--- src/hdl/newton_polynomial_root_in_interval_core_defines.svh ---
// ----------------------------------------------------------------------------
// newton_polynomial_root_in_interval_core_defines
// Assertion macros shared by the Newton root core.
// ----------------------------------------------------------------------------
`ifndef NEWTON_POLYNOMIAL_ROOT_IN_INTERVAL_CORE_DEFINES_SVH
`define NEWTON_POLYNOMIAL_ROOT_IN_INTERVAL_CORE_DEFINES_SVH
// assert that a property holds at every clock edge outside reset
`define NPR_ASSERT(label, clk, rst_n, prop, msg) \
  label: assert property (@(posedge clk) disable iff (!rst_n) prop) else $error(msg);
// trigger implies the consequent in the next cycle
`define NPR_ASSERT_NEXT(label, clk, rst_n, trig, cons, msg) \
  label: assert property (@(posedge clk) disable iff (!rst_n) (trig) |=> (cons)) \
    else $error(msg);
`endif

--- src/hdl/npr_pkg.sv ---
// ----------------------------------------------------------------------------
// npr_pkg
// Types and constants shared by the Newton root core.
// ----------------------------------------------------------------------------
`default_nettype none
package npr_pkg;
  localparam int VW = 48;
  localparam int TW = 33;
  localparam int IW = 7;
  localparam int NCOEF = 7;
  localparam int AW = 3;

  localparam logic [AW:0] REG_TOL = 4'd7;

  typedef enum logic [3:0] {
    ST_IDLE,
    ST_POLY_INIT,
    ST_POLY_MUL,
    ST_POLY_ADD,
    ST_RESID,
    ST_DIFF,
    ST_DIV,
    ST_DERIV,
    ST_UPDATE,
    ST_DONE
  } state_t;

  typedef enum logic [1:0] {
    PT_X,
    PT_XP,
    PT_XM
  } pt_t;
endpackage
`default_nettype wire

--- src/hdl/newton_polynomial_root_in_interval_core.sv ---
// ----------------------------------------------------------------------------
// newton_polynomial_root_in_interval_core
// Newton search for P(x) = target on [lower, upper], signed fixed point.
// ----------------------------------------------------------------------------
// One word is taken when start is high and busy is low; busy then stays high
// until the result word is shown on the out_ ports for one cycle with
// out_valid. The receiver cannot stall. Each Newton step evaluates P three
// times on one shared multiply unit: one setup step plus DEGREE
// multiply/add rounds (four 24x24 partial products, one scale and
// saturate, one add). It then runs one restoring divider twice (one
// quotient bit per cycle plus a final decision step) and also passes
// through the residual, tolerance test, derivative load and update states.
// An item runs at most MAX_STEPS Newton steps from accept to result.
`default_nettype none
`include "newton_polynomial_root_in_interval_core_defines.svh"
module newton_polynomial_root_in_interval_core #(
  parameter int DEGREE    = 6,
  parameter int MAX_STEPS = 100,
  parameter int FRAC_BITS = 32
) (
  input  wire logic                     clk,
  input  wire logic                     rst_n,
  input  wire logic                     start,
  output logic                          busy,
  input  wire logic signed [47:0]       in_target,
  input  wire logic signed [47:0]       in_lower,
  input  wire logic signed [47:0]       in_upper,
  output logic                          out_valid,
  output logic                          out_found,
  output logic signed [47:0]            out_root,
  output logic [6:0]                    out_iterations,
  input  wire logic                     cfg_we,
  input  wire logic [3:0]               cfg_index,
  input  wire logic [47:0]              cfg_data
);
  import npr_pkg::*;

  // constants worked out at elaboration
  localparam longint ONE  = longint'(1) << FRAC_BITS;
  localparam longint HRAW = (ONE + 500000) / 1000000;
  localparam longint HV   = (HRAW < 1) ? 1 : HRAW;
  localparam longint THR  = (ONE + 64'd500000000000) / 64'd1000000000000;
  localparam int     NW   = VW + FRAC_BITS;          // dividend width
  localparam int     DBW  = $clog2(NW + 1);
  localparam int     SW   = $clog2(MAX_STEPS + 1);
  localparam int     HW   = VW / 2;                  // partial product half
  localparam logic [2:0] MC_LAST = 3'd4;             // scale cycle of a multiply
  localparam logic signed [VW-1:0] H2 = VW'(2 * HV);
  localparam logic signed [VW-1:0] HS = VW'(HV);
  localparam logic signed [VW-1:0] VMAX = {1'b0, {(VW-1){1'b1}}};
  localparam logic signed [VW-1:0] VMIN = {1'b1, {(VW-1){1'b0}}};

  // configuration
  logic signed [VW-1:0] coef_r [NCOEF];
  logic [TW-1:0]        tol_r;

  always_ff @(posedge clk) begin
    if (!rst_n) begin
      for (int i = 0; i < NCOEF; i++) coef_r[i] <= '0;
      tol_r <= TW'(43);
    end else if (cfg_we) begin
      if (cfg_index < 4'(NCOEF)) coef_r[cfg_index[AW-1:0]] <= cfg_data;
      else if (cfg_index == REG_TOL) tol_r <= cfg_data[TW-1:0];
    end
  end

  function automatic logic signed [VW-1:0] sat_w(input logic signed [VW+1:0] v);
    if (v > (VW+2)'(VMAX)) return VMAX;
    if (v < (VW+2)'(VMIN)) return VMIN;
    return v[VW-1:0];
  endfunction

  function automatic logic [VW-1:0] mag_f(input logic signed [VW-1:0] v);
    return v[VW-1] ? VW'(-v) : v;
  endfunction

  // magnitude to saturated signed
  function automatic logic signed [VW-1:0] sat_m(input logic neg,
      input logic [2*VW-1:0] m);
    if (neg) begin
      if (m > (2*VW)'({1'b1, {(VW-1){1'b0}}})) return VMIN;
      return VW'(-m[VW-1:0]);
    end
    if (m > (2*VW)'(VMAX)) return VMAX;
    return m[VW-1:0];
  endfunction

  // sequencer registers
  state_t               st_r, st_nxt;
  pt_t                  pt_r, pt_nxt;
  logic signed [VW-1:0] tgt_r, lo_r, hi_r, x_r, xe_r, acc_r, f_r, pp_r, d_r;
  logic signed [VW-1:0] tgt_nxt, lo_nxt, hi_nxt, x_nxt, xe_nxt, acc_nxt, f_nxt;
  logic signed [VW-1:0] pp_nxt, d_nxt;
  logic [AW-1:0]        ci_r, ci_nxt;
  logic [SW-1:0]        k_r, k_nxt;
  logic [IW-1:0]        it_r, it_nxt;
  logic                 fnd_r, fnd_nxt, div2_r, div2_nxt;
  logic                 ov_r, ov_nxt, ovo_nxt;
  logic signed [VW-1:0] pr_r, pr_nxt;  // product register

  // multiplier state: four half-width partial products summed, then scaled
  logic [2*VW-1:0] prod_r, prod_nxt;
  logic [2:0]      mc_r, mc_nxt;

  // divider state (restoring, one quotient bit a cycle)
  logic [NW-1:0]   dq_r, dq_nxt;     // dividend shifting out, quotient in
  logic [VW:0]     rem_r, rem_nxt;
  logic [VW-1:0]   dv_r, dv_nxt;
  logic [DBW-1:0]  dc_r, dc_nxt;
  logic            dneg_r, dneg_nxt;

  // shared multiplier: one 24x24 piece of |acc| * |x| per cycle
  logic [VW-1:0]   mul_ma, mul_mb;
  logic [HW-1:0]   mul_a, mul_b;
  logic [VW-1:0]   mul_p;
  logic [2*VW-1:0] mul_pe, mul_sh;
  logic [VW:0]     rsub;
  logic signed [VW-1:0] qv;
  assign mul_ma = mag_f(acc_r);
  assign mul_mb = mag_f(xe_r);
  assign mul_a  = mc_r[1] ? mul_ma[VW-1:HW] : mul_ma[HW-1:0];
  assign mul_b  = mc_r[0] ? mul_mb[VW-1:HW] : mul_mb[HW-1:0];
  assign mul_p  = VW'(mul_a) * VW'(mul_b);
  assign mul_pe = (2*VW)'(mul_p);
  // weight of the piece: low*low, cross terms, high*high
  assign mul_sh = (mc_r[1] & mc_r[0]) ? (mul_pe << (2*HW)) :
                  (mc_r[1] ^ mc_r[0]) ? (mul_pe << HW) : mul_pe;
  assign rsub = {rem_r[VW-1:0], dq_r[NW-1]} - {1'b0, dv_r};
  // quotient over VW bits: dq bits above VW-1 mean saturation
  assign qv = sat_m(dneg_r, {{VW{1'b0}}, dq_r[VW-1:0]} |
                    ((dq_r[NW-1:VW] != '0 || ov_r) ? {(2*VW){1'b1}} : '0));

  always_ff @(posedge clk) begin
    if (!rst_n) st_r <= ST_IDLE;
    else st_r <= st_nxt;
  end

  always_ff @(posedge clk) begin
    pt_r <= pt_nxt; tgt_r <= tgt_nxt; lo_r <= lo_nxt; hi_r <= hi_nxt;
    x_r <= x_nxt; xe_r <= xe_nxt; acc_r <= acc_nxt; f_r <= f_nxt;
    pp_r <= pp_nxt; d_r <= d_nxt; ci_r <= ci_nxt; k_r <= k_nxt;
    it_r <= it_nxt; fnd_r <= fnd_nxt; div2_r <= div2_nxt; pr_r <= pr_nxt;
    dq_r <= dq_nxt; rem_r <= rem_nxt; dv_r <= dv_nxt; dc_r <= dc_nxt;
    dneg_r <= dneg_nxt; ov_r <= ov_nxt; prod_r <= prod_nxt; mc_r <= mc_nxt;
  end

  logic signed [VW:0] sum_lu;
  logic [2*VW-1:0]    ps;
  assign sum_lu = {lo_r[VW-1], lo_r} + {hi_r[VW-1], hi_r};
  assign ps     = prod_r >> FRAC_BITS;

  // load divider with a * 2^FRAC_BITS / b
  task automatic div_load(input logic signed [VW-1:0] a,
                          input logic signed [VW-1:0] b);
    dq_nxt   = {mag_f(a), {FRAC_BITS{1'b0}}};
    rem_nxt  = '0;
    dv_nxt   = mag_f(b);
    dc_nxt   = DBW'(NW);
    dneg_nxt = a[VW-1] ^ b[VW-1];
    ov_nxt   = 1'b0;
  endtask

  always_comb begin
    st_nxt = st_r; pt_nxt = pt_r; tgt_nxt = tgt_r; lo_nxt = lo_r; hi_nxt = hi_r;
    x_nxt = x_r; xe_nxt = xe_r; acc_nxt = acc_r; f_nxt = f_r; pp_nxt = pp_r;
    d_nxt = d_r; ci_nxt = ci_r; k_nxt = k_r; it_nxt = it_r; fnd_nxt = fnd_r;
    div2_nxt = div2_r; pr_nxt = pr_r; dq_nxt = dq_r; rem_nxt = rem_r;
    dv_nxt = dv_r; dc_nxt = dc_r; dneg_nxt = dneg_r; ov_nxt = ov_r;
    prod_nxt = prod_r; mc_nxt = mc_r;
    ovo_nxt = 1'b0;
    unique case (st_r)
      ST_IDLE: begin
        if (start) begin
          tgt_nxt = in_target; lo_nxt = in_lower; hi_nxt = in_upper;
          k_nxt = '0; it_nxt = '0; fnd_nxt = 1'b0;
          st_nxt = ST_RESID;  // first: midpoint
          pt_nxt = PT_X;
          div2_nxt = 1'b1;    // flag: midpoint pending
        end
      end
      ST_RESID: begin
        if (div2_r) begin
          x_nxt = sum_lu[VW:1];  // floor halving
          div2_nxt = 1'b0;
          st_nxt = ST_POLY_INIT;
        end else begin
          // residual just evaluated at x
          f_nxt = sat_w((VW+2)'(acc_r) - (VW+2)'(tgt_r));
          st_nxt = ST_DIFF;
        end
      end
      ST_POLY_INIT: begin
        unique case (pt_r)
          PT_X:    xe_nxt = x_r;
          PT_XP:   xe_nxt = sat_w((VW+2)'(x_r) + (VW+2)'(HS));
          default: xe_nxt = sat_w((VW+2)'(x_r) - (VW+2)'(HS));
        endcase
        acc_nxt  = coef_r[AW'(DEGREE)];
        ci_nxt   = AW'(DEGREE);
        prod_nxt = '0;
        mc_nxt   = '0;
        st_nxt   = ST_POLY_MUL;
      end
      ST_POLY_MUL: begin
        if (mc_r != MC_LAST) begin
          prod_nxt = prod_r + mul_sh;
          mc_nxt   = mc_r + 1'b1;
        end else begin
          pr_nxt   = sat_m(acc_r[VW-1] ^ xe_r[VW-1], ps);
          ci_nxt   = ci_r - 1'b1;
          prod_nxt = '0;
          mc_nxt   = '0;
          st_nxt   = ST_POLY_ADD;
        end
      end
      ST_POLY_ADD: begin
        acc_nxt = sat_w((VW+2)'(pr_r) + (VW+2)'(coef_r[ci_r]));
        if (ci_r == '0) begin
          unique case (pt_r)
            PT_X:  st_nxt = ST_RESID;
            PT_XP: begin
              pp_nxt = sat_w((VW+2)'(pr_r) + (VW+2)'(coef_r[ci_r]));
              pt_nxt = PT_XM; st_nxt = ST_POLY_INIT;
            end
            default: st_nxt = ST_DERIV;
          endcase
        end else begin
          st_nxt = ST_POLY_MUL;
        end
      end
      ST_DIFF: begin
        if ({1'b0, mag_f(f_r)} < (VW+1)'(tol_r)) begin
          fnd_nxt = 1'b1;
          st_nxt  = ST_DONE;
        end else begin
          pt_nxt = PT_XP;
          st_nxt = ST_POLY_INIT;
        end
      end
      ST_DERIV: begin
        div_load(sat_w((VW+2)'(pp_r) - (VW+2)'(acc_r)), H2);
        div2_nxt = 1'b0;
        st_nxt = ST_DIV;
      end
      ST_DIV: begin
        if (dc_r != '0) begin
          if (!rsub[VW]) rem_nxt = rsub;
          else rem_nxt = {rem_r[VW-1:0], dq_r[NW-1]};
          dq_nxt = {dq_r[NW-2:0], !rsub[VW]};
          dc_nxt = dc_r - 1'b1;
        end else if (!div2_r) begin
          // derivative quotient ready
          d_nxt = qv;
          if (qv == '0 || {1'b0, mag_f(qv)} < (VW+1)'(THR)) begin
            st_nxt = ST_DONE;
          end else begin
            div_load(f_r, qv);
            div2_nxt = 1'b1;
          end
        end else begin
          st_nxt = ST_UPDATE;
        end
      end
      ST_UPDATE: begin
        x_nxt  = sat_w((VW+2)'(x_r) - (VW+2)'(qv));
        it_nxt = it_r + 1'b1;
        k_nxt  = k_r + 1'b1;
        div2_nxt = 1'b0;
        if (sat_w((VW+2)'(x_r) - (VW+2)'(qv)) < lo_r ||
            sat_w((VW+2)'(x_r) - (VW+2)'(qv)) > hi_r ||
            k_r + 1'b1 == SW'(MAX_STEPS)) begin
          st_nxt = ST_DONE;
        end else begin
          pt_nxt = PT_X;
          st_nxt = ST_POLY_INIT;
        end
      end
      ST_DONE: st_nxt = ST_IDLE;
      default: st_nxt = ST_IDLE;
    endcase
    if (ovo_nxt) ov_nxt = 1'b1;
  end

  assign busy           = (st_r != ST_IDLE);
  assign out_valid      = (st_r == ST_DONE);
  assign out_found      = fnd_r;
  assign out_root       = fnd_r ? x_r : '0;
  assign out_iterations = it_r;

  `NPR_ASSERT_NEXT(a_done_one, clk, rst_n, out_valid, !out_valid, "double result")
  `NPR_ASSERT_NEXT(a_start_busy, clk, rst_n, start && !busy, busy, "start ignored")
  `NPR_ASSERT(a_root_zero, clk, rst_n, !out_valid || out_found || out_root == '0, "bad root")
  `NPR_ASSERT(a_valid_busy, clk, rst_n, !out_valid || busy, "result while idle")
endmodule
`default_nettype wire
--- config.mk ---
export PLATFORM = sky130hd
export DESIGN_NAME = newton_polynomial_root_in_interval_core
export DESIGN_NICKNAME = d
export VERILOG_FILES = /design/src/hdl/npr_pkg.sv /design/src/hdl/newton_polynomial_root_in_interval_core.sv
export VERILOG_INCLUDE_DIRS = /design/src /design/src/hdl
export SDC_FILE = /design/constraint.sdc
export NUM_CORES = 2
export LEC_CHECK = 0
export BUFFER_PORTS_ARGS = -buffer_cell sky130_fd_sc_hd__buf_4
export CAP_MARGIN = 20
export CORE_MARGIN = 1
export CORE_UTILIZATION = 65
export CTS_CLUSTER_DIAMETER = 80
export DETAILED_ROUTE_END_ITERATION = 8
export HOLD_SLACK_MARGIN = 0.03
export PLACE_DENSITY = 0.82
export SYNTH_ARGS = -nofsm -noshare
export SYNTH_HDL_FRONTEND = slang
export SYNTH_SLANG_ARGS = --single-unit
--- constraint.sdc ---
create_clock -name clk -period 41.8 [get_ports clk]
set_clock_uncertainty 0.1 [all_clocks]
set_input_delay 2.09 -clock clk [delete_from_list [all_inputs] [get_ports clk]]
set_output_delay 2.09 -clock clk [all_outputs]
set_load 0.02 [all_outputs]
==> Word level (Yosys, flattened, before mapping) <==
Memory sizes are Yosys's and may differ from the RTL's. A register that Yosys moved wholly into a read port is not among the register bits.
Index checks and enable logic that the tools add are counted.
W data, S select, Z words.
{ "op_classes": {"n_addsub": 21, "multipliers": 1, "magnitude_cmp": 20, "eq_ne": 27, "muxes": 182, "n_bitwise": 8, "reduce_logical": 36} }
{ "ops": {"columns": ["operator", "n"], "rows": [
  ["$mux W48", 55],
  ["$pmux W48 S2", 5],
  ["$neg A48 Y48", 7],
  ["$gt A49 B48 Y1 const B", 6],
  ["$lt A49 B48 Y1 const B", 6],
  ["$mux W96", 3],
  ["$mux W80", 3],
  ["$pmux W96 S2", 1],
  ["$pmux W80 S2", 1],
  ["$sub A48 B48 Y49", 3],
  ["$add A48 B48 Y49", 2],
  ["$add A96 B96 Y96", 1],
  ["$gt A96 B47 Y1 const B", 1],
  ["$gt A96 B48 Y1 const B", 1],
  ["$or A48 B96 Y96", 1],
  ["$mux W1", 77],
  ["$mux W72", 1],
  ["$gt A64 B47 Y1 const B", 1],
  ["$gt A64 B48 Y1 const B", 1],
  ["$add A48 B14 Y49 const B", 1],
  ["$sub A48 B14 Y49 const B", 1],
  ["$sub A49 B48 Y49", 1],
  ["$gt A48 B48 Y1", 1],
  ["$logic_not A48 Y1", 1],
  ["48 further kinds", 114]
]} }
{ "totals": {"register_bits": 774, "ramBits": 336, "in_bits": 200, "memories": 1} }
{ "mem_list": {"columns": ["memory", "words", "word_bits", "rd", "rd_clocked_by_memory_dff", "wr", "line", "rtl"], "rows": [
  ["coef_r", 7, 48, 2, 1, 7, "newton_polynomial_root_in_interval_core.sv:54", "logic signed [VW-1:0] coef_r [NCOEF];"]
]} }

==> Logic depth before layout (Yosys ltp) <==
{ "logic_depth": {"depth_word": 26, "mapped_depth": 63} }

==> Worst setup path after synthesis <==
No wires, ideal clock.
{ "synth_path": {"path_type": "register to register", "start": "register acc_r[1]", "end": "register prod_r[90] (data pin)", "setup_time_ns": 0.260, "arrival_ns": 13.325, "path_slack_ns": 28.115, "path_stages_with_launch": 61, "n_path_buf": 2, "path_cell_list": "edfxtp_1 > inv_1 > nand3_1 > or4_1 > or3_1 > nor3_1 > nand3_1 > nor2_1 > nand4_1 > nor3_1 > nand3_1 > o41ai_1 > o21ai_0 > a211oi_1 > clkbuf_1 > nand2_1 > fa_1 > inv_1 > (+25 left out) > xnor2_1 > mux2i_1 > nor2_1 > ha_1 > a21o_1 > a21o_1 > a21oi_1 > o21ai_0 > a221o_1 > nand3_1 > nand3_1 > a221oi_1 > nor3_1 > o2111ai_1 > a31oi_1 > o21ai_0 > or4_1 > nand3_1"} }
{ "synth_via": {"elab_chain_cells": 9} }
{ "synth_rtl": {"columns": ["item", "line", "rtl"], "rows": [
  ["start: declaration", "newton_polynomial_root_in_interval_core.sv:91", "logic signed [VW-1:0] tgt_r, lo_r, hi_r, x_r, xe_r, acc_r, f_r, pp_r, d_r;"],
  ["start signal: assignment", "newton_polynomial_root_in_interval_core.sv:140", "x_r <= x_nxt; xe_r <= xe_nxt; acc_r <= acc_nxt; f_r <= f_nxt;"],
  ["$neg A48 Y48", "newton_polynomial_root_in_interval_core.sv:74", "return v[VW-1] ? VW'(-v) : v;"],
  ["$mux W48 (*)", "newton_polynomial_root_in_interval_core.sv:74", null],
  ["$mux W24 (*)", "newton_polynomial_root_in_interval_core.sv:121", "assign mul_a = mc_r[1] ? mul_ma[VW-1:HW] : mul_ma[HW-1:0];"],
  ["$mul A24 B24 Y48 (*)", "newton_polynomial_root_in_interval_core.sv:123", "assign mul_p = VW'(mul_a) * VW'(mul_b);"],
  ["$mux W72", "newton_polynomial_root_in_interval_core.sv:127", "(mc_r[1] ^ mc_r[0]) ? (mul_pe << HW) : mul_pe;"],
  ["$mux W96 (*)", "newton_polynomial_root_in_interval_core.sv:126", "assign mul_sh = (mc_r[1] & mc_r[0]) ? (mul_pe << (2*HW)) :"],
  ["$add A96 B96 Y96 (*)", "newton_polynomial_root_in_interval_core.sv:206", "prod_nxt = prod_r + mul_sh;"],
  ["$mux W96 (*)", "newton_polynomial_root_in_interval_core.sv:205", "if (mc_r != MC_LAST) begin"],
  ["$pmux W96 S2 (*)", "newton_polynomial_root_in_interval_core.sv:171", "unique case (st_r)"],
  ["end signal: assignment", "newton_polynomial_root_in_interval_core.sv:144", "dneg_r <= dneg_nxt; ov_r <= ov_nxt; prod_r <= prod_nxt; mc_r <= mc_nxt;"],
  ["end: declaration", "newton_polynomial_root_in_interval_core.sv:102", "logic [2*VW-1:0] prod_r, prod_nxt;"]
]} }
Every way passes the cells marked *; elsewhere a longest branch is shown, timed or not.
A chain may end at the register's enable or synchronous reset.

==> Worst setup path in the final report <==
Same ends and word-level chain as after synthesis.

==> impl_metrics.json <==
{
  "cts-root-buf": "clkbuf_16",
  "die-area_mm2": 0.158,
  "io_pins": 258,
  "worstPathMaxFanout": 11,
  "crit_slowest_cell": "mux2i_2",
  "postRouteAntennaNets": 0,
  "hp-class": "register to register",
  "synthesis.area_mm2": 0.102,
  "clkLatencyLatePin_ns": 0.84,
  "drive_gt1_share_pct": 8.52,
  "die_x_um": 398,
  "ys_ff_latch": 1160,
  "rows": 144,
  "coreArea_mm2": 0.155,
  "wire_per_inst_um": 26.9,
  "yosysMostFrequentCell": "nand2_1",
  "drv_cap": 0,
  "timing.setup.tns_ns": 0,
  "endpoint_kind": "register",
  "synth-main-ff-cell": "edfxtp_1",
  "die_height_um": 398,
  "fin_crit_sh_pct": 38.3,
  "cts_setup_buffers": 0,
  "async_flop_share_pct": 0,
  "tightest_slew_ns": 1.26,
  "max_freq_mhz": 62.5,
  "timing_worst_setup_path_type": "register to register",
  "drcViolationCount": 0,
  "setup_violations": 0,
  "relSlewSlack_pct": 15.1,
  "grtUsageTotal_pct": 45.0,
  "cpMostUsedCell": "fa_1",
  "fillers": 11500,
  "dpl.hpwl_um": 270000,
  "worstPathRequired_ns": 42.28,
  "status": "complete, no violations",
  "h-tree-depth": 4,
  "antenna_found_initial": 15,
  "startpoint_type": "register",
  "grt-ovfl-total": 0,
  "finalWirelength_um": 360000,
  "preCtsSetupSlack_ns": 26.16,
  "synthTopCellsByArea": "edfxtp_1 32%, fa_1 9.6%, ha_1 8.3%, nand2_1 4.5%, nor2_1 4.2%",
  "arrival_ns": 16.48,
  "nNetsFinal": 12600,
  "grt_max_degree": 98,
  "min_period_ns": 16.00,
  "cts_hold_buffers": 0,
  "seq_area_frac_synth_pct": 33.3,
  "cts_inserted_buffers": 135,
  "cts-resized-gates": 0,
  "firstDrtPassIters": 7,
  "yosys_warnings": 0,
  "tritoncts": "done",
  "area_delta_synth_final_pct": 8.69,
  "worst_hold_slack_ns": 0.367,
  "syn_area_per_cell_um2": 9.12,
  "post-route-util_pct": 71.5,
  "io_buffers": 257,
  "start_util_pct": 65.8,
  "yosysTopAreaCellShare_pct": 31.6,
  "rsz0062_at_grt": "no",
  "grt_pass1_wl_um": 538000,
  "vias_per_cell": 6.75,
  "yosys.area.top_type": "edfxtp_1",
  "syn_inst": 11200,
  "drtIter0Drc": 11800,
  "slowest_delay_ns": 0.96,
  "place.gp.congestion": 1.06,
  "path_clk_slew_ns": 0.07,
  "worst_slack_ns": 25.80,
  "finalHoldViolCount": 0,
  "ys_top_cells_by_count": "1226 x nand2_1, 1136 x nor2_1, 1072 x edfxtp_1",
  "cts.sink_count": 1160,
  "first_global_vias": 88300,
  "maxSlewViolCount": 0,
  "synth.distinct_cells": 114,
  "vias": 90300,
  "clockBufferDepth": 3,
  "synth_edf_count": 1072
}
[final timing paths]
check                                       startpoint                        to  slack [ns]  cells past startpoint
worst max-delay path                acc_r[1]$_DFFE_PP_  prod_r[90]$_SDFFCE_PN0P_       25.80                     58
worst min-delay path            tol_r[18]$_SDFFE_PN0P_    tol_r[18]$_SDFFE_PN0P_        0.37                      2
worst max register to register      acc_r[1]$_DFFE_PP_  prod_r[90]$_SDFFCE_PN0P_       25.80                     58
worst min register to register  tol_r[18]$_SDFFE_PN0P_    tol_r[18]$_SDFFE_PN0P_        0.37                      2
[routing by layer]
metal | wire [µm] | up-vias | part of all wire (%) | global-route usage, %
met5 | 24 | - | 0.0067 | 0
met4 | 33300 | 4 | 9.3 | 34.9
met1 | 128000 | 42900 | 35 | 55.0
li1 | - | 39500 | - | -
met2 | 159000 | 6228 | 44 | 69.3
met3 | 39600 | 1599 | 11 | 10.0
[through the flow]
step	cell area (µm²)	std cells
after floorplan	102000	11200
after global placement	106000	13100
after detailed placement	106000	13100
after CTS	111000	13400
after global routing	111000	13400
final	111000	13400
[state kept, by name, indices dropped and copies added, names as in the netlist, 2 cells and up, named ones only]
signal and count:
acc_r 48, f_r 48, prod_r 96, st_r 4, dq_r 80, coef_r 384, mc_r 3, hi_r 48
out_iterations 7, lo_r 48, tol_r 33, tgt_r 48, xe_r 48, pr_r 48, dc_r 7, rem_r 48
dv_r 48, pp_r 48, k_r 7, ci_r 3, x_r 48, pt_r 2
[cells by family after synthesis]
kind of cell	share of synthesized area, %
xor gates and xnor gates	5.00
other	0.00368
muxes	3.63
buffers and inverters	5.95
and+or+nand+nor	17.5
adders and majority gates	18.5
DFF	33.3
AOI/OAI and AO/OA	16.1
[placed cells by master (no fill, tap or decap), types with 39 or more instances in the layout]
cell type / netlist / routed
conb_1: 1 / 48
ha_1: 677 / 676
nor3_1: 218 / 213
and2_1: 226 / 226
fa_1: 489 / 489
o31ai_1: 71 / 71
xor2_1: 215 / 212
nand4_1: 126 / 126
buf_4: 2 / 397
dfxtp_1: 88 / 85
o21a_1: 91 / 91
a211oi_1: 71 / 61
mux2_2: 73 / 73
o211ai_1: 61 / 61
a21boi_0: 90 / 90
nand2_1: 1226 / 1218
nor2_1: 1136 / 1130
edfxtp_1: 1072 / 1072
o21bai_1: 48 / 48
or3_1: 106 / 106
a31oi_1: 105 / 104
mux2i_1: 58 / 57
inv_1: 1057 / 1054
o311ai_0: 40 / 39
nand2b_1: 116 / 115
clkbuf_16: 0 / 135
nor4_1: 87 / 87
o21ai_0: 535 / 534
or2_2: 46 / 46
nand3_1: 243 / 240
xnor2_1: 365 / 363
mux4_2: 102 / 102
a21o_1: 295 / 295
a21oi_1: 666 / 659
nor2b_1: 101 / 101
maj3_1: 56 / 56
and3_1: 72 / 70
[worst max-delay path, delay by kind of cell, from the launching register on]
| kind | cells | cell delay [ns] |
|---|---|---|
| AO/OA/AOI/OAI | 18 | 4.92 |
| XOR/XNOR | 2 | 0.32 |
| adder cells (fa/ha/maj) | 9 | 4.17 |
| buffers and inverters | 6 | 0.48 |
| flip-flops | 1 | 0.46 |
| multiplexers | 2 | 1.08 |
| AND/OR/NAND/NOR | 21 | 4.19 |
[final cells by class]
type / count / area (µm²) / share of cell area, %
flip-flops and latches: 1160 / 34000 / 30.6
clock buffers: 170 / 3610 / 3.26
repair buffers: 401 / 3040 / 2.74
inverters: 1060 / 3980 / 3.59
diodes: 10 / 25.0 / 0.0226
well taps: 2044 / 2560 / 2.31
multi-input cells: 8460 / 62600 / 56.5
clock inverters: 80 / 1070 / 0.967
Power is left out: the tool's default activity adds up to more than one toggle a clock period on the data nets, which glitch-free logic cannot reach.
